$ cat src/hw/rtl/sms_pkg.sv
`default_nettype none

package sms_pkg;

  // reset values of the configuration registers
  localparam logic [15:0] STEP_TIMEOUT_RST = 16'd2000;
  localparam logic [3:0]  RETRY_LIMIT_RST  = 4'd5;

  localparam int CFG_IDX_W = 1;

  typedef enum logic [CFG_IDX_W-1:0] {
    CFG_STEP_TIMEOUT = 1'b0,
    CFG_RETRY_LIMIT  = 1'b1
  } cfg_idx_t;

  // input action codes, also used as parked request codes
  localparam logic [2:0] ACT_POLL  = 3'd0;
  localparam logic [2:0] ACT_INIT  = 3'd1;
  localparam logic [2:0] ACT_OPEN  = 3'd2;
  localparam logic [2:0] ACT_CLOSE = 3'd3;
  localparam logic [2:0] ACT_FREE  = 3'd4;

  localparam logic [1:0] DIR_STOP = 2'd0;
  localparam logic [1:0] DIR_FWD  = 2'd1;
  localparam logic [1:0] DIR_REV  = 2'd2;

  // response kinds
  localparam logic [2:0] MSG_NONE   = 3'd0;
  localparam logic [2:0] MSG_INIT   = 3'd1;
  localparam logic [2:0] MSG_OPEN   = 3'd2;
  localparam logic [2:0] MSG_CLOSE  = 3'd3;
  localparam logic [2:0] MSG_FREE   = 3'd4;
  localparam logic [2:0] MSG_STATUS = 3'd5;

  localparam logic [1:0] AK_NONE    = 2'd0;
  localparam logic [1:0] AK_TIMEOUT = 2'd1;
  localparam logic [1:0] AK_HOME    = 2'd2;
  localparam logic [1:0] AK_FORCED  = 2'd3;

  localparam logic [1:0] MOT_NONE = 2'd0;
  localparam logic [1:0] MOT_FWD  = 2'd1;
  localparam logic [1:0] MOT_REV  = 2'd2;
  localparam logic [1:0] MOT_STOP = 2'd3;

  localparam logic [3:0] STEP_CODE_FQ = 4'd1;

endpackage

`default_nettype wire

$ cat src/hw/rtl/shutter_motion_sequencer.sv
// channel | direction | handshake            | payload
// in_     | input     | in_valid / in_ready   | action, run_direction, sensor and motor flags
// out_    | output    | out_valid / out_ready | response, alarm, motor, timer, step, error
// cfg_    | input     | cfg_valid / cfg_ready | cfg_index, cfg_data (step_timeout, retry_limit)
//
// one beat a cycle sustained while out_ is not stalled; an accepted beat passes through
// the input register and the result register around the step decision
// synchronous active-low reset returns to idle with no parked request and reloads
// the configuration defaults; out_ stalls back up through the input register to in_ready
// cfg_ready is always high
`default_nettype none

module shutter_motion_sequencer
  import sms_pkg::*;
(
  input  wire logic                 clk,
  input  wire logic                 rst_n,

  input  wire logic                 in_valid,
  output logic                      in_ready,
  input  wire logic [2:0]           in_action,
  input  wire logic [1:0]           in_run_direction,
  input  wire logic                 in_sensor_open,
  input  wire logic                 in_motor_stopped,
  input  wire logic                 in_motor_start_ok,
  input  wire logic                 in_timeout_flag,
  input  wire logic [15:0]          in_position_sensors,

  output logic                      out_valid,
  input  wire logic                 out_ready,
  output logic [2:0]                out_msg_kind,
  output logic                      out_msg_alarm,
  output logic [1:0]                out_alarm_kind,
  output logic [3:0]                out_alarm_step,
  output logic [15:0]               out_alarm_sensors,
  output logic [1:0]                out_motor_cmd,
  output logic                      out_timer_load,
  output logic [15:0]               out_timer_value,
  output logic [3:0]                out_current_step,
  output logic                      out_sys_error,

  input  wire logic                 cfg_valid,
  output logic                      cfg_ready,
  input  wire logic [CFG_IDX_W-1:0] cfg_index,
  input  wire logic [15:0]          cfg_data
);

  typedef enum logic [3:0] {
    IDLE     = 4'd0,
    FQ       = 4'd1,
    INIT_00  = 4'd2,
    INIT_04  = 4'd3,
    INIT_06  = 4'd4,
    INIT_08  = 4'd5,
    OPEN_00  = 4'd6,
    OPEN_04  = 4'd7,
    OPEN_06  = 4'd8,
    CLOSE_00 = 4'd9,
    CLOSE_04 = 4'd10,
    CLOSE_06 = 4'd11,
    FREE_00  = 4'd12,
    FREE_04  = 4'd13,
    FREE_06  = 4'd14
  } step_t;

  function automatic logic [2:0] group_of(input step_t s);
    logic [2:0] g;
    case (s)
      INIT_00, INIT_04, INIT_06, INIT_08: g = MSG_INIT;
      OPEN_00, OPEN_04, OPEN_06:          g = MSG_OPEN;
      CLOSE_00, CLOSE_04, CLOSE_06:       g = MSG_CLOSE;
      FREE_00, FREE_04, FREE_06:          g = MSG_FREE;
      default:                            g = MSG_STATUS;
    endcase
    return g;
  endfunction

  // configuration
  logic [15:0] step_timeout_r;
  logic [3:0]  retry_limit_r;

  // state
  step_t       step_r, step_nxt;
  logic [2:0]  parked_r, parked_nxt;
  logic [3:0]  retry_cnt_r, retry_cnt_nxt;
  logic [1:0]  dir_r, dir_nxt;

  // input register
  logic        s1_valid_r;
  logic [2:0]  s1_action_r;
  logic [1:0]  s1_dir_r;
  logic        s1_sens_r;
  logic        s1_stop_r;
  logic        s1_ok_r;
  logic        s1_to_r;
  logic [15:0] s1_pos_r;

  // result register
  logic        out_valid_r;
  logic [2:0]  kind_r, kind_nxt;
  logic        alarm_r, alarm_nxt;
  logic [1:0]  akind_r, akind_nxt;
  logic [3:0]  astep_r, astep_nxt;
  logic [15:0] asens_r, asens_nxt;
  logic [1:0]  motor_r, motor_nxt;
  logic        tload_r, tload_nxt;
  logic [15:0] tval_r, tval_nxt;
  logic [3:0]  cur_step_r;
  logic        syserr_r, syserr_nxt;

  logic        s1_go;
  logic        in_acc;

  // decision helpers
  logic        do_alarm;
  logic [1:0]  alarm_sel;
  logic        do_retry;
  logic [1:0]  retry_sel;
  step_t       retry_to;
  logic [3:0]  retry_inc;
  logic        retry_hit;

  assign s1_go     = s1_valid_r && (!out_valid_r || out_ready);
  assign in_ready  = !s1_valid_r || s1_go;
  assign in_acc    = in_valid && in_ready;
  assign cfg_ready = 1'b1;

  assign retry_inc = (retry_cnt_r == 4'hF) ? retry_cnt_r : retry_cnt_r + 4'd1;
  assign retry_hit = retry_inc >= retry_limit_r;

  always_comb begin
    step_nxt      = step_r;
    parked_nxt    = parked_r;
    retry_cnt_nxt = retry_cnt_r;
    dir_nxt       = dir_r;
    kind_nxt      = MSG_NONE;
    alarm_nxt     = 1'b0;
    akind_nxt     = AK_NONE;
    astep_nxt     = 4'd0;
    asens_nxt     = 16'd0;
    motor_nxt     = MOT_NONE;
    tload_nxt     = 1'b0;
    syserr_nxt    = 1'b0;
    do_alarm      = 1'b0;
    alarm_sel     = AK_NONE;
    do_retry      = 1'b0;
    retry_sel     = AK_TIMEOUT;
    retry_to      = step_r;

    if (step_r == IDLE) begin
      case (s1_action_r)
        ACT_POLL: begin
        end
        ACT_INIT: begin
          retry_cnt_nxt = 4'd0;
          step_nxt      = INIT_00;
          tload_nxt     = 1'b1;
          if (s1_ok_r) begin
            motor_nxt = MOT_FWD;
            step_nxt  = s1_sens_r ? INIT_04 : INIT_06;
          end
        end
        ACT_OPEN: begin
          retry_cnt_nxt = 4'd0;
          step_nxt      = OPEN_00;
          tload_nxt     = 1'b1;
          if (s1_sens_r) begin
            kind_nxt = MSG_OPEN;
            step_nxt = IDLE;
          end else if (s1_ok_r) begin
            motor_nxt = MOT_FWD;
            step_nxt  = OPEN_04;
          end
        end
        ACT_CLOSE: begin
          retry_cnt_nxt = 4'd0;
          step_nxt      = CLOSE_00;
          tload_nxt     = 1'b1;
          if (!s1_sens_r) begin
            kind_nxt = MSG_CLOSE;
            step_nxt = IDLE;
          end else if (s1_ok_r) begin
            motor_nxt = MOT_FWD;
            step_nxt  = CLOSE_04;
          end
        end
        ACT_FREE: begin
          dir_nxt   = s1_dir_r;
          step_nxt  = FREE_00;
          tload_nxt = 1'b1;
        end
        default: begin
          syserr_nxt = 1'b1;
        end
      endcase
    end else begin
      case (s1_action_r)
        ACT_POLL: begin
          case (step_r)
            FQ: begin
              if (s1_to_r) begin
                do_alarm  = 1'b1;
                alarm_sel = AK_TIMEOUT;
              end else if (s1_stop_r) begin
                tload_nxt  = 1'b1;
                parked_nxt = ACT_POLL;
                case (parked_r)
                  ACT_FREE: begin
                    kind_nxt = MSG_FREE;
                    step_nxt = IDLE;
                  end
                  ACT_INIT:  step_nxt = INIT_00;
                  ACT_OPEN:  step_nxt = OPEN_00;
                  ACT_CLOSE: step_nxt = CLOSE_00;
                  default:   step_nxt = IDLE;
                endcase
              end
            end
            INIT_00: begin
              if (s1_to_r) begin
                do_retry = 1'b1;
                retry_to = INIT_00;
              end else if (s1_ok_r) begin
                motor_nxt = MOT_FWD;
                step_nxt  = s1_sens_r ? INIT_04 : INIT_06;
                tload_nxt = 1'b1;
              end
            end
            INIT_04: begin
              if (s1_to_r) begin
                do_retry = 1'b1;
                retry_to = INIT_00;
              end else if (!s1_sens_r) begin
                step_nxt  = INIT_06;
                tload_nxt = 1'b1;
              end
            end
            INIT_06: begin
              if (s1_to_r) begin
                do_retry = 1'b1;
                retry_to = INIT_00;
              end else if (s1_sens_r) begin
                motor_nxt = MOT_STOP;
                step_nxt  = INIT_08;
                tload_nxt = 1'b1;
              end
            end
            INIT_08: begin
              retry_to = INIT_00;
              if (s1_to_r) begin
                do_retry = 1'b1;
              end else if (s1_stop_r) begin
                if (s1_sens_r) begin
                  kind_nxt  = MSG_INIT;
                  step_nxt  = IDLE;
                  tload_nxt = 1'b1;
                end else begin
                  do_retry  = 1'b1;
                  retry_sel = AK_HOME;
                end
              end
            end
            OPEN_00: begin
              if (s1_to_r) begin
                do_retry = 1'b1;
                retry_to = OPEN_00;
              end else if (s1_sens_r) begin
                kind_nxt  = MSG_OPEN;
                step_nxt  = IDLE;
                tload_nxt = 1'b1;
              end else if (s1_ok_r) begin
                motor_nxt = MOT_FWD;
                step_nxt  = OPEN_04;
                tload_nxt = 1'b1;
              end
            end
            OPEN_04: begin
              if (s1_to_r) begin
                do_retry = 1'b1;
                retry_to = OPEN_00;
              end else if (s1_sens_r) begin
                motor_nxt = MOT_STOP;
                step_nxt  = OPEN_06;
                tload_nxt = 1'b1;
              end
            end
            OPEN_06: begin
              retry_to = OPEN_00;
              if (s1_to_r) begin
                do_retry = 1'b1;
              end else if (s1_stop_r) begin
                if (s1_sens_r) begin
                  kind_nxt  = MSG_OPEN;
                  step_nxt  = IDLE;
                  tload_nxt = 1'b1;
                end else begin
                  do_retry  = 1'b1;
                  retry_sel = AK_HOME;
                end
              end
            end
            CLOSE_00: begin
              if (s1_to_r) begin
                do_retry = 1'b1;
                retry_to = CLOSE_00;
              end else if (!s1_sens_r) begin
                kind_nxt  = MSG_CLOSE;
                step_nxt  = IDLE;
                tload_nxt = 1'b1;
              end else if (s1_ok_r) begin
                motor_nxt = MOT_FWD;
                step_nxt  = CLOSE_04;
                tload_nxt = 1'b1;
              end
            end
            CLOSE_04: begin
              if (s1_to_r) begin
                do_retry = 1'b1;
                retry_to = CLOSE_00;
              end else if (!s1_sens_r) begin
                motor_nxt = MOT_STOP;
                step_nxt  = CLOSE_06;
                tload_nxt = 1'b1;
              end
            end
            CLOSE_06: begin
              retry_to = CLOSE_00;
              if (s1_to_r) begin
                do_retry = 1'b1;
              end else if (s1_stop_r) begin
                if (!s1_sens_r) begin
                  kind_nxt  = MSG_CLOSE;
                  step_nxt  = IDLE;
                  tload_nxt = 1'b1;
                end else begin
                  do_retry  = 1'b1;
                  retry_sel = AK_HOME;
                end
              end
            end
            FREE_00: begin
              if (dir_r == DIR_FWD || dir_r == DIR_REV) begin
                if (s1_ok_r) begin
                  motor_nxt = (dir_r == DIR_FWD) ? MOT_FWD : MOT_REV;
                  step_nxt  = FREE_06;
                  tload_nxt = 1'b1;
                end
              end else begin
                step_nxt   = IDLE;
                tload_nxt  = 1'b1;
                syserr_nxt = 1'b1;
              end
            end
            FREE_04, FREE_06: begin
              // free-run retry restarts at the close sequence
              if (s1_to_r) begin
                do_retry = 1'b1;
                retry_to = CLOSE_00;
              end else if (!s1_sens_r) begin
                motor_nxt = MOT_STOP;
                step_nxt  = FREE_06;
                tload_nxt = 1'b1;
              end
            end
            default: begin
              do_alarm   = 1'b1;
              alarm_sel  = AK_FORCED;
              syserr_nxt = 1'b1;
            end
          endcase
        end
        ACT_INIT, ACT_OPEN, ACT_CLOSE, ACT_FREE: begin
          // a free-run request while busy parks only as a stop request
          if (s1_action_r != ACT_FREE || s1_dir_r == DIR_STOP) begin
            if (s1_action_r != ACT_FREE) begin
              retry_cnt_nxt = 4'd0;
            end
            parked_nxt = s1_action_r;
            if (step_r != FQ) begin
              motor_nxt = MOT_STOP;
              step_nxt  = FQ;
              tload_nxt = 1'b1;
            end
          end
        end
        default: begin
          do_alarm   = 1'b1;
          alarm_sel  = AK_FORCED;
          syserr_nxt = 1'b1;
        end
      endcase
    end

    if (do_retry) begin
      retry_cnt_nxt = retry_inc;
      if (retry_hit) begin
        do_alarm  = 1'b1;
        alarm_sel = retry_sel;
      end else begin
        if (!s1_stop_r) begin
          motor_nxt = MOT_STOP;
        end
        step_nxt  = retry_to;
        tload_nxt = 1'b1;
      end
    end

    if (do_alarm) begin
      motor_nxt = MOT_STOP;
      kind_nxt  = group_of(step_r);
      alarm_nxt = 1'b1;
      akind_nxt = alarm_sel;
      astep_nxt = step_r;
      asens_nxt = s1_pos_r;
      step_nxt  = FQ;
      tload_nxt = 1'b1;
    end

    // every step change except the return to idle reloads the step timeout
    tval_nxt = (tload_nxt && step_nxt != IDLE) ? step_timeout_r : 16'd0;
  end

  always_ff @(posedge clk) begin
    if (!rst_n) begin
      step_timeout_r <= STEP_TIMEOUT_RST;
      retry_limit_r  <= RETRY_LIMIT_RST;
      step_r         <= IDLE;
      parked_r       <= ACT_POLL;
      retry_cnt_r    <= 4'd0;
      dir_r          <= DIR_STOP;
      s1_valid_r     <= 1'b0;
      out_valid_r    <= 1'b0;
    end else begin
      if (cfg_valid) begin
        case (cfg_idx_t'(cfg_index))
          CFG_STEP_TIMEOUT: step_timeout_r <= cfg_data;
          CFG_RETRY_LIMIT:  retry_limit_r  <= cfg_data[3:0];
          default: begin
          end
        endcase
      end
      if (in_acc) begin
        s1_valid_r <= 1'b1;
      end else if (s1_go) begin
        s1_valid_r <= 1'b0;
      end
      if (s1_go) begin
        step_r      <= step_nxt;
        parked_r    <= parked_nxt;
        retry_cnt_r <= retry_cnt_nxt;
        dir_r       <= dir_nxt;
        out_valid_r <= 1'b1;
      end else if (out_ready) begin
        out_valid_r <= 1'b0;
      end
    end

    // payload, no reset
    if (in_acc) begin
      s1_action_r <= in_action;
      s1_dir_r    <= in_run_direction;
      s1_sens_r   <= in_sensor_open;
      s1_stop_r   <= in_motor_stopped;
      s1_ok_r     <= in_motor_start_ok;
      s1_to_r     <= in_timeout_flag;
      s1_pos_r    <= in_position_sensors;
    end
    if (s1_go) begin
      kind_r     <= kind_nxt;
      alarm_r    <= alarm_nxt;
      akind_r    <= akind_nxt;
      astep_r    <= astep_nxt;
      asens_r    <= asens_nxt;
      motor_r    <= motor_nxt;
      tload_r    <= tload_nxt;
      tval_r     <= tval_nxt;
      cur_step_r <= step_nxt;
      syserr_r   <= syserr_nxt;
    end
  end

  assign out_valid         = out_valid_r;
  assign out_msg_kind      = kind_r;
  assign out_msg_alarm     = alarm_r;
  assign out_alarm_kind    = akind_r;
  assign out_alarm_step    = astep_r;
  assign out_alarm_sensors = asens_r;
  assign out_motor_cmd     = motor_r;
  assign out_timer_load    = tload_r;
  assign out_timer_value   = tval_r;
  assign out_current_step  = cur_step_r;
  assign out_sys_error     = syserr_r;

endmodule

`default_nettype wire

$ cat config.mk
export PLATFORM = sky130hd
export DESIGN_NAME = shutter_motion_sequencer
export DESIGN_NICKNAME = d
export VERILOG_FILES = /design/src/hw/rtl/sms_pkg.sv /design/src/hw/rtl/shutter_motion_sequencer.sv
export SDC_FILE = /design/constraint.sdc
export NUM_CORES = 1
export LEC_CHECK = 0
export BUFFER_PORTS_ARGS = -buffer_cell sky130_fd_sc_hd__buf_2
export CAP_MARGIN = 15
export CORE_AREA = 2 2 144 146
export DETAILED_ROUTE_END_ITERATION = 10
export DIE_AREA = 0 0 146 148
export PLACE_DENSITY_LB_ADDON = 0.1
export SETUP_SLACK_MARGIN = 0.02
export SYNTH_ARGS = -nofsm -noshare
export SYNTH_HDL_FRONTEND = slang
export SYNTH_SLANG_ARGS = --single-unit
export TNS_END_PERCENT = 30
$ cat constraint.sdc
create_clock -name clk -period 4.1 [get_ports clk]
set_clock_uncertainty 0.05 [all_clocks]
set_input_delay 0.41 -clock clk [delete_from_list [all_inputs] [get_ports clk]]
set_output_delay 0.41 -clock clk [all_outputs]
set_load 0.005 [all_outputs]
==> flow_metrics.py <==
metrics = {
    "finish": {
        "area.growth.synth_to_final_pct": 23.9,
        "final_layout_size_suffix_gt1_share_pct": 26.0,
        "finish.utilization_pct": 36.8,
        "number_of_antenna_repair_diodes": 0,
        "layout.filler_cells": 2050,
        "fin_nets": 725,
        "post_layout_nonfiller_instances": 954,
    },
    "timing": {
        "finalSetupViolCount": 0,
        "finalWorstPathRequiredPeriod_ps": 3760,
        "grt_setup_unrepaired": "no",
        "worstMarginPinSlew_ps": 957,
        "whs_ps": 119,
        "hold_viol": 0,
        "maxClockFrequency_mhz": 266,
        "post_route_setup_tns_ps": 0,
        "finalCritPeriodShare_pct": 91.7,
        "timing.max_slew.rel_slack_pct": 36.1,
        "finalWorstSetupSlack_ps": 339,
        "slew_viol_final": 0,
    },
    "synthesis": {
        "yosys_warnings": 0,
        "syn_area_sq_um": 5950,
        "post-synth-top-count-cell": "edfxtp_1",
        "synth_edf_count": 75,
        "synth_cell_types": 88,
        "syn_avg_cell_area_sq_um": 10.3,
        "synth_seq_area_share_pct": 50.6,
        "netlist.top_cell.by_area": "edfxtp_1",
        "synth.area.top_cells": "edfxtp_1 (38%), dfxtp_1 (13%), nand2_1 (4.0%), and2_1 (3.9%), nor2b_1 (2.3%)",
        "ys_ff_latch": 113,
        "synthArstFlopShare_pct": 0,
        "syn-num-nets": 631,
        "ranking_of_synthesized_cells_by_instance_count": "edfxtp_1 (75), nand2_1 (63), dfxtp_1 (38)",
        "synthCells": 577,
        "most_common_flop_cell_mapped_by_yosys": "edfxtp_1",
        "synth_top_area_share_pct": 37.9,
    },
    "cts": {
        "ctsResizeCount": 0,
        "cts_setup_buffers": 0,
        "clk_root_buffer_cell": "clkbuf_16",
        "clock_tree_from_tritoncts": "built",
        "cts_sinks": 113,
        "maximum_clock_path_buffer_count": 2,
        "number_of_buffers_created_by_cts": 17,
        "clock_network_latency_to_the_later_pin_of_the_worst_skew_pair_ps": 410,
        "cts_htree_levels": 4,
        "cts.clk_slew.worst_paths_ps": 60,
        "postCtsHoldBufs": 0,
    },
    "route": {
        "dr_total_vias": 4799,
        "drt_first_iter_violations": 359,
        "drt_drc_violations_left": 0,
        "dr.pass1.iters": 5,
        "drtAntennaViolNets": 0,
        "route.detailed.vias_per_inst": 5.03,
        "routed_wirelength_mm": 17.1,
        "routedWlPerCell_microns": 17.9,
    },
    "place": {
        "placement.io_buffers": 98,
        "place.detailed.instances": 921,
        "routabilityCongestion": 0.896,
        "dpl_worst_slack_ps": 335,
        "post-dp-hpwl_mm": 12.0,
    },
    "global_routing": {
        "grt_antenna_before_repair": 0,
        "total_routing_usage_gr_pct": 16.1,
        "grt_start_max_net_pins": 38,
        "global_route.overflow_total": 0,
        "vias_in_the_first_global_route": 4665,
        "grt_pass1_wl_mm": 26.7,
    },
    "run_status": {
        "outcome": "finished clean",
    },
    "power": {
        "seq_power_share_pct": 41.0,
        "clock_power_share_pct": 47.7,
        "power.switching_uw": 842,
        "p_int_uw": 2410,
        "power.share.switching_pct": 25.9,
        "vdd.ir_drop.worst_v": 0.000360,
        "power.static_leakage_uw": 0.00275,
        "power.density_cell_area_nw_per_um2": 441,
        "power_frac_comb_pct": 11.3,
    },
    "critical_path": {
        "critPathMaxFanout": 16,
        "required_ps": 4220,
        "timing.critical_path.arrival_ps": 3880,
        "path_class": "register to register",
        "worst_setup_path_end_kind": "register",
        "startpoint_type": "register",
    },
    "min_path": {
        "min_path_type": "primary input to register",
    },
    "die": {
        "dieHeight_microns": 148,
        "start_util_pct": 29.7,
        "core_area_sq_um": 20000,
        "placement_rows": 52,
        "die-width_microns": 146,
        "dieArea_sq_um": 21600,
        "ios": 100,
    },
    "job": {
        "cap_violations": 0,
    },
}
## cells in the final DEF (no fill, tap or decap), drive strengths merged, types with 8 or more instances in the layout
master | netlist | routed
nor2b | 22 | 22
dfxtp | 38 | 38
a21boi | 18 | 18
nand2 | 64 | 64
buf | 22 | 120
nor2 | 29 | 29
nand2b | 14 | 14
clkbuf | 23 | 17
o21ai | 21 | 21
inv | 16 | 23
nor3 | 13 | 13
nand3 | 25 | 25
and2 | 37 | 37
a21oi | 14 | 14
a31oi | 8 | 8
edfxtp | 75 | 75
o211ai | 10 | 10
## worst max-delay path: stages, from the launching register on
cell and delay (ps):
dfxtp_1 430, ha_1 250, nand3_1 190, mux2_2 340
ha_1 270, a2111oi_0 550, nor3_1 290, nor3_1 390
a211oi_4 100, nor2_2 140, a41oi_4 250, and2_1 250
## through the flow
step                power [uW]  area, sq um
global route              3400         7370
global placement          1730         6740
floorplan                 1580         5950
finish                    3250         7370
CTS                       3300         7370
detailed placement        1730         6740
## per-layer routing
| layer | GRT usage, % | routed length [microns] | vias up |
|---|---|---|---|
| li1 | - | - | 2322 |
| met1 | 22.1 | 8050 | 2287 |
| met2 | 25.0 | 7780 | 163 |
| met3 | 3.98 | 898 | 27 |
| met4 | 5.00 | 350 | 0 |
| met5 | 0 | 0 | - |
## state kept, by name (all words and copies together) (netlist names), 2 cells and up, named ones only
signal	flops
out_alarm_sensors	16
out_msg_kind	3
dir_r	2
s1_pos_r	16
s1_action_r	3
out_alarm_kind	2
s1_dir_r	2
out_current_step	4
retry_cnt_r	4
parked_r	3
step_r	4
out_alarm_step	4
step_timeout_r	16
retry_limit_r	4
out_timer_value	16
out_motor_cmd	2
## area by class of cell
cell class,instances,area [sq um],area share (%)
clock buffer,17,425,5.77
tap,270,338,4.58
clock inverter,15,199,2.70
multi-input combinational,402,2650,36.0
timing repair buffer,120,681,9.23
inverter,17,63.8,0.865
sequential,113,3010,40.9
## power groups by stage
stage               combinational, uW  clock (uW)  sequential, uW
floorplan                         247           0            1330
global placement                  368           0            1360
detailed placement                369           0            1360
CTS                               371        1590            1330
global route                      406        1650            1340
finish                            369        1550            1330
## kinds of logic (layout without fill, tap and decap cells)
group | count (synthesis) | after routing | synth area share [%]
AO/OA/AOI/OAI | 131 | 131 | 17.7
XOR/XNOR | 5 | 5 | 0.736
adder cells (fa/ha/maj) | 7 | 7 | 1.47
buffers and inverters | 62 | 169 | 4.75
flip-flops | 113 | 113 | 50.6
multiplexers | 8 | 8 | 1.37
other | 1 | 1 | 0.0630
AND/OR/NAND/NOR | 250 | 250 | 23.3
## final timing paths
check / startpoint / end / slack (ps) / depth (start not counted)
max: retry_cnt_r[0] / out_timer_value[9] / 340 / 11
min: in_sensor_open / s1_sens_r / 120 / 1
max reg2reg: retry_cnt_r[0] / out_timer_value[9] / 340 / 11
min reg2reg: step_timeout_r[14] / step_timeout_r[14] / 410 / 2
Power figures use the tool's default switching activity.
